[src/rtl/core/bbd_pkg.sv]
// Shared constants and types for the bilinear Bayer demosaic core.
`default_nettype none
package bbd_pkg;
	localparam int MAX_WIDTH  = 2048;
	localparam int MAX_HEIGHT = 4096;
	localparam int WIN_DEPTH  = 2 * MAX_WIDTH + 3;
	localparam int PTR_W      = $clog2(WIN_DEPTH);
	localparam int WW         = $clog2(MAX_WIDTH + 1);
	localparam int HW         = $clog2(MAX_HEIGHT + 1);
	localparam int COL_W      = $clog2(MAX_WIDTH);
	localparam int ROW_W      = $clog2(MAX_HEIGHT);
	localparam int FILL_W     = $clog2(MAX_WIDTH + 2);
	localparam int RW_REG_W   = 12;
	localparam int FH_REG_W   = 13;
	localparam int CFG_DATA_W = 13;

	typedef enum logic [0:0] {
		REG_ROW_WIDTH    = 1'b0,
		REG_FRAME_HEIGHT = 1'b1
	} reg_idx_t;

	typedef logic [7:0] pix_t;
	// [2] newest sample of the triple, [0] oldest
	typedef pix_t [2:0] trip_t;
	// [2] row below the pixel, [1] pixel row, [0] row above
	typedef trip_t [2:0] win_t;

	typedef struct packed {
		logic px;
		logic py;
		logic border;
		logic last;
	} pos_t;
endpackage
`default_nettype wire

[src/rtl/core/bbd_interp.sv]
// Bilinear and border interpolation of one pixel from its 3x3 window.
`default_nettype none
module bbd_interp (
	input  wire bbd_pkg::win_t win,
	input  wire bbd_pkg::pos_t pos,
	output bbd_pkg::pix_t      red,
	output bbd_pkg::pix_t      green,
	output bbd_pkg::pix_t      blue
);
	function automatic bbd_pkg::pix_t avg2(bbd_pkg::pix_t a, bbd_pkg::pix_t b);
		logic [8:0] s;
		s = {1'b0, a} + {1'b0, b};
		return s[8:1];
	endfunction

	function automatic bbd_pkg::pix_t avg4(bbd_pkg::pix_t a, bbd_pkg::pix_t b,
			bbd_pkg::pix_t c, bbd_pkg::pix_t d);
		logic [9:0] s;
		s = {2'b0, a} + {2'b0, b} + {2'b0, c} + {2'b0, d};
		return s[9:2];
	endfunction

	logic [1:0] r0, r1, c0, c1;
	bbd_pkg::pix_t g00, g11;

	// block-origin offsets relative to the pixel inside its 2x2 block
	assign r1 = 2'd2 - {1'b0, pos.py};
	assign r0 = 2'd1 - {1'b0, pos.py};
	assign c1 = 2'd2 - {1'b0, pos.px};
	assign c0 = 2'd1 - {1'b0, pos.px};
	assign g00 = win[r0][c0];
	assign g11 = win[r1][c1];

	always_comb begin
		if (pos.border) begin
			red  = win[r1][c0];
			blue = win[r0][c1];
			if (pos.px == pos.py) green = pos.px ? g11 : g00;
			else                  green = avg2(g00, g11);
		end else begin
			unique case ({pos.py, pos.px})
				2'b00: begin
					red   = avg2(win[2][1], win[0][1]);
					green = win[1][1];
					blue  = avg2(win[1][0], win[1][2]);
				end
				2'b10: begin
					red   = win[1][1];
					green = avg4(win[0][1], win[2][1], win[1][0], win[1][2]);
					blue  = avg4(win[0][2], win[0][0], win[2][2], win[2][0]);
				end
				2'b01: begin
					red   = avg4(win[2][0], win[2][2], win[0][0], win[0][2]);
					green = avg4(win[1][0], win[1][2], win[0][1], win[2][1]);
					blue  = win[1][1];
				end
				default: begin
					red   = avg2(win[1][0], win[1][2]);
					green = win[1][1];
					blue  = avg2(win[0][1], win[2][1]);
				end
			endcase
		end
	end
endmodule
`default_nettype wire

[config.mk]
export PLATFORM = sky130hd
export DESIGN_NAME = bbd_interp
export DESIGN_NICKNAME = d
export VERILOG_FILES = /design/src/rtl/core/bbd_pkg.sv /design/src/rtl/core/bbd_interp.sv
export SDC_FILE = /design/constraint.sdc
export NUM_CORES = 1
export LEC_CHECK = 0
export ABC_AREA = 1
export ABC_CLOCK_PERIOD_IN_PS = 3600
export BUFFER_PORTS_ARGS = -buffer_cell sky130_fd_sc_hd__buf_2
export CORE_ASPECT_RATIO = 1.2
export CORE_MARGIN = 10
export CORE_UTILIZATION = 41
export DETAILED_ROUTE_END_ITERATION = 10
export PLACE_DENSITY = 0.62
export SYNTH_ARGS = -nofsm -noshare
export SYNTH_HDL_FRONTEND = slang
export SYNTH_SLANG_ARGS = --single-unit
[constraint.sdc]
create_clock -name vclk -period 3.6
set_input_delay 0.36 -clock vclk [all_inputs]
set_output_delay 0.36 -clock vclk [all_outputs]
set_load 0.02 [all_outputs]
==> out/results.txt <==
status: finished clean
Critical Path Source Type: primary input
Hold Path Depth: 6
DRT iter0 DRCs: 349
crit path kind: primary input to primary output
mapped cell area: 4270 µm²
worst slew pin tran: 711 ps
ant diodes: 0
Worst Hold Class: primary input to primary output
Global Route Usage Sum: 20.4%
Tot Pwr: 1330 µW
Die Area: 14,900 µm²
Wirelength per Cell: 16.8 µm
sequential cell count: 0
Avg Cell Area, Syn: 5.78 µm²
CTS Hold Bufs: 0
HP Start: win[39]
Overflow after GRT: 0
max_cap viols: 0
TritonRoute pass-1 iters: 5
setup_tns: 0 ps
worst path cell trace: buf_2 > inv_1 > fa_1 > fa_1 > inv_1 > ha_1 > a21oi_2 > nand2_1 > or2_2 > nand3_1 > nand3_1 > a21oi_1 > nor2_1 > buf_2
final period utilization: 96.1%
slowest cell on the critical path: fa_1
total number of vias: 5,072
syn_nets: 889
Final Hold Vio Count: 0
top cells by area in the synthesized netlist: fa_1 16%, nand2_1 16%, inv_1 14%, ha_1 11%, o21ai_0 8.4%
drt via density: 5.28
placed cells: 952
pin count of the biggest net entering global routing: 29
LEAKAGE: 0.00291 µW
share of cells above drive strength 1: 19.9%
placement-stage worst setup slack: 39.2 ps
RD Place Congestion: 0.970
Min Clock Period, post-route: 3460 ps
Worst setup EP type: primary output
most frequent cell after synthesis: nand2_1
Worst Hold Endpoint: green[7]
Buf+Inv Stages, Crit Path: 4
Layout Cells excl Fill: 960
first-pass GRT wire length: 25,400 µm
crit path max fanout: 5
effective utilization at floorplan: 42.2%
Clock buffer cells: 0
Worst Path Required: 3240 ps
post-synthesis sequential area ratio: 0%
Worst VDD drop: 195 µV
Port-buffer cells: 99
setup slack after layout: 140 ps
cells after synthesis: 739
num ports: 100
Fill cells: 1,084
Reg area: 0 µm²
area occupied by multi-input gates: 3630 µm²
Antenna Nets Post-Route: 0
antenna violations before repair: 0
kind of cell adding the most delay to the critical path: adder cells
area grow syn2layout: 18.7%
top-area cell type share of the netlist area: 16.4%
core area: 10,100 µm²
signal arrival time at the worst endpoint: 3100 ps
maximum clock rate: 0.289 GHz
Pins Over Slew Limit: 0
Die Width: 113 µm
Post-synth top cells: 181 x nand2_1, 154 x inv_1, 72 x o21ai_0
final net count: 986
P per Cell Area: 262 nW/µm²
DRC: 0
HPWL after DPL: 13,900 µm
Finish-stage setup viols: 0
slew margin rel.: 52.6%
cell row count: 40
YS warnings: 0
largest area contributor in the netlist: fa_1
Routed WL: 16,100 µm
Netlist cell types: 36
die height: 132 µm
largest stage delay on the critical path: 540 ps
number of global-route vias before repair: 4,937
==> cell type report <==
class,count,share of cell area [%]
repair buffers,123,13.7
multi-input cells,556,71.6
well taps,126,3.11
repair inverters,1,0.0988
inverters,154,11.5
==> per-layer routing <==
metal / routed length, µm / up-vias / track usage [%]
met4: 149 / 0 / 2.05
met5: 0 / - / 0
li1: - / 2555 / -
met1: 7250 / 2342 / 27.6
met3: 1020 / 14 / 2.78
met2: 7730 / 161 / 34.2
==> cells by family after synthesis <==
group                    synth area share, %
adder cells (fa/ha/maj)                 27.8
XOR/XNOR                                3.08
buffers and inverters                   17.0
AND/OR/NAND/NOR                         29.4
AO/OA/AOI/OAI                           22.7
==> where the power goes <==
| group | switching, µW | internal [µW] |
|---|---|---|
| clock network | 0 | 0 |
| logic | 816 | 513 |
| registers | 0 | 0 |
==> placed cells by master, fill, tap and decap left out, drive strengths merged, types with 10 or more instances in the layout <==
| cell type | synthesis | layout |
|---|---|---|
| a21oi | 66 | 66 |
| buf | 18 | 122 |
| fa | 35 | 35 |
| ha | 39 | 39 |
| inv | 154 | 153 |
| nand2 | 184 | 184 |
| nand3 | 59 | 59 |
| nor2 | 19 | 19 |
| o21ai | 82 | 82 |
| or2 | 17 | 17 |
| xor2 | 10 | 10 |
==> what timing repair did <==
action / 4_1_cts / 5_1_grt
setup buffers: 0 / 7
endpoints found under the setup margin: 0 / 15
gates resized for setup: 0 / 33
==> worst max path at each step <==
| stage | start | to | slack [ps] | cells past startpoint |
|---|---|---|---|---|
| final | win[3] | red[2] | 140 | 14 |
| after detailed placement | win[1] | red[5] | 40 | 17 |
| after CTS | win[1] | red[5] | 30 | 17 |
| after global placement | win[1] | red[5] | 60 | 17 |
| after floorplan | win[1] | blue[3] | 390 | 13 |
| after global routing | win[41] | green[7] | -40 | 17 |
==> per-stage QoR <==
step	hold WS [ps]	instance area (µm²)	util [%]
floorplan	998	4270	-
global placement	1230	4900	48.5
detailed placement	1230	4900	48.5
CTS	1240	4900	48.5
global route	1270	5070	50.1
finish	1250	5070	50.1
No activity file was read; power rests on OpenSTA's default activity.
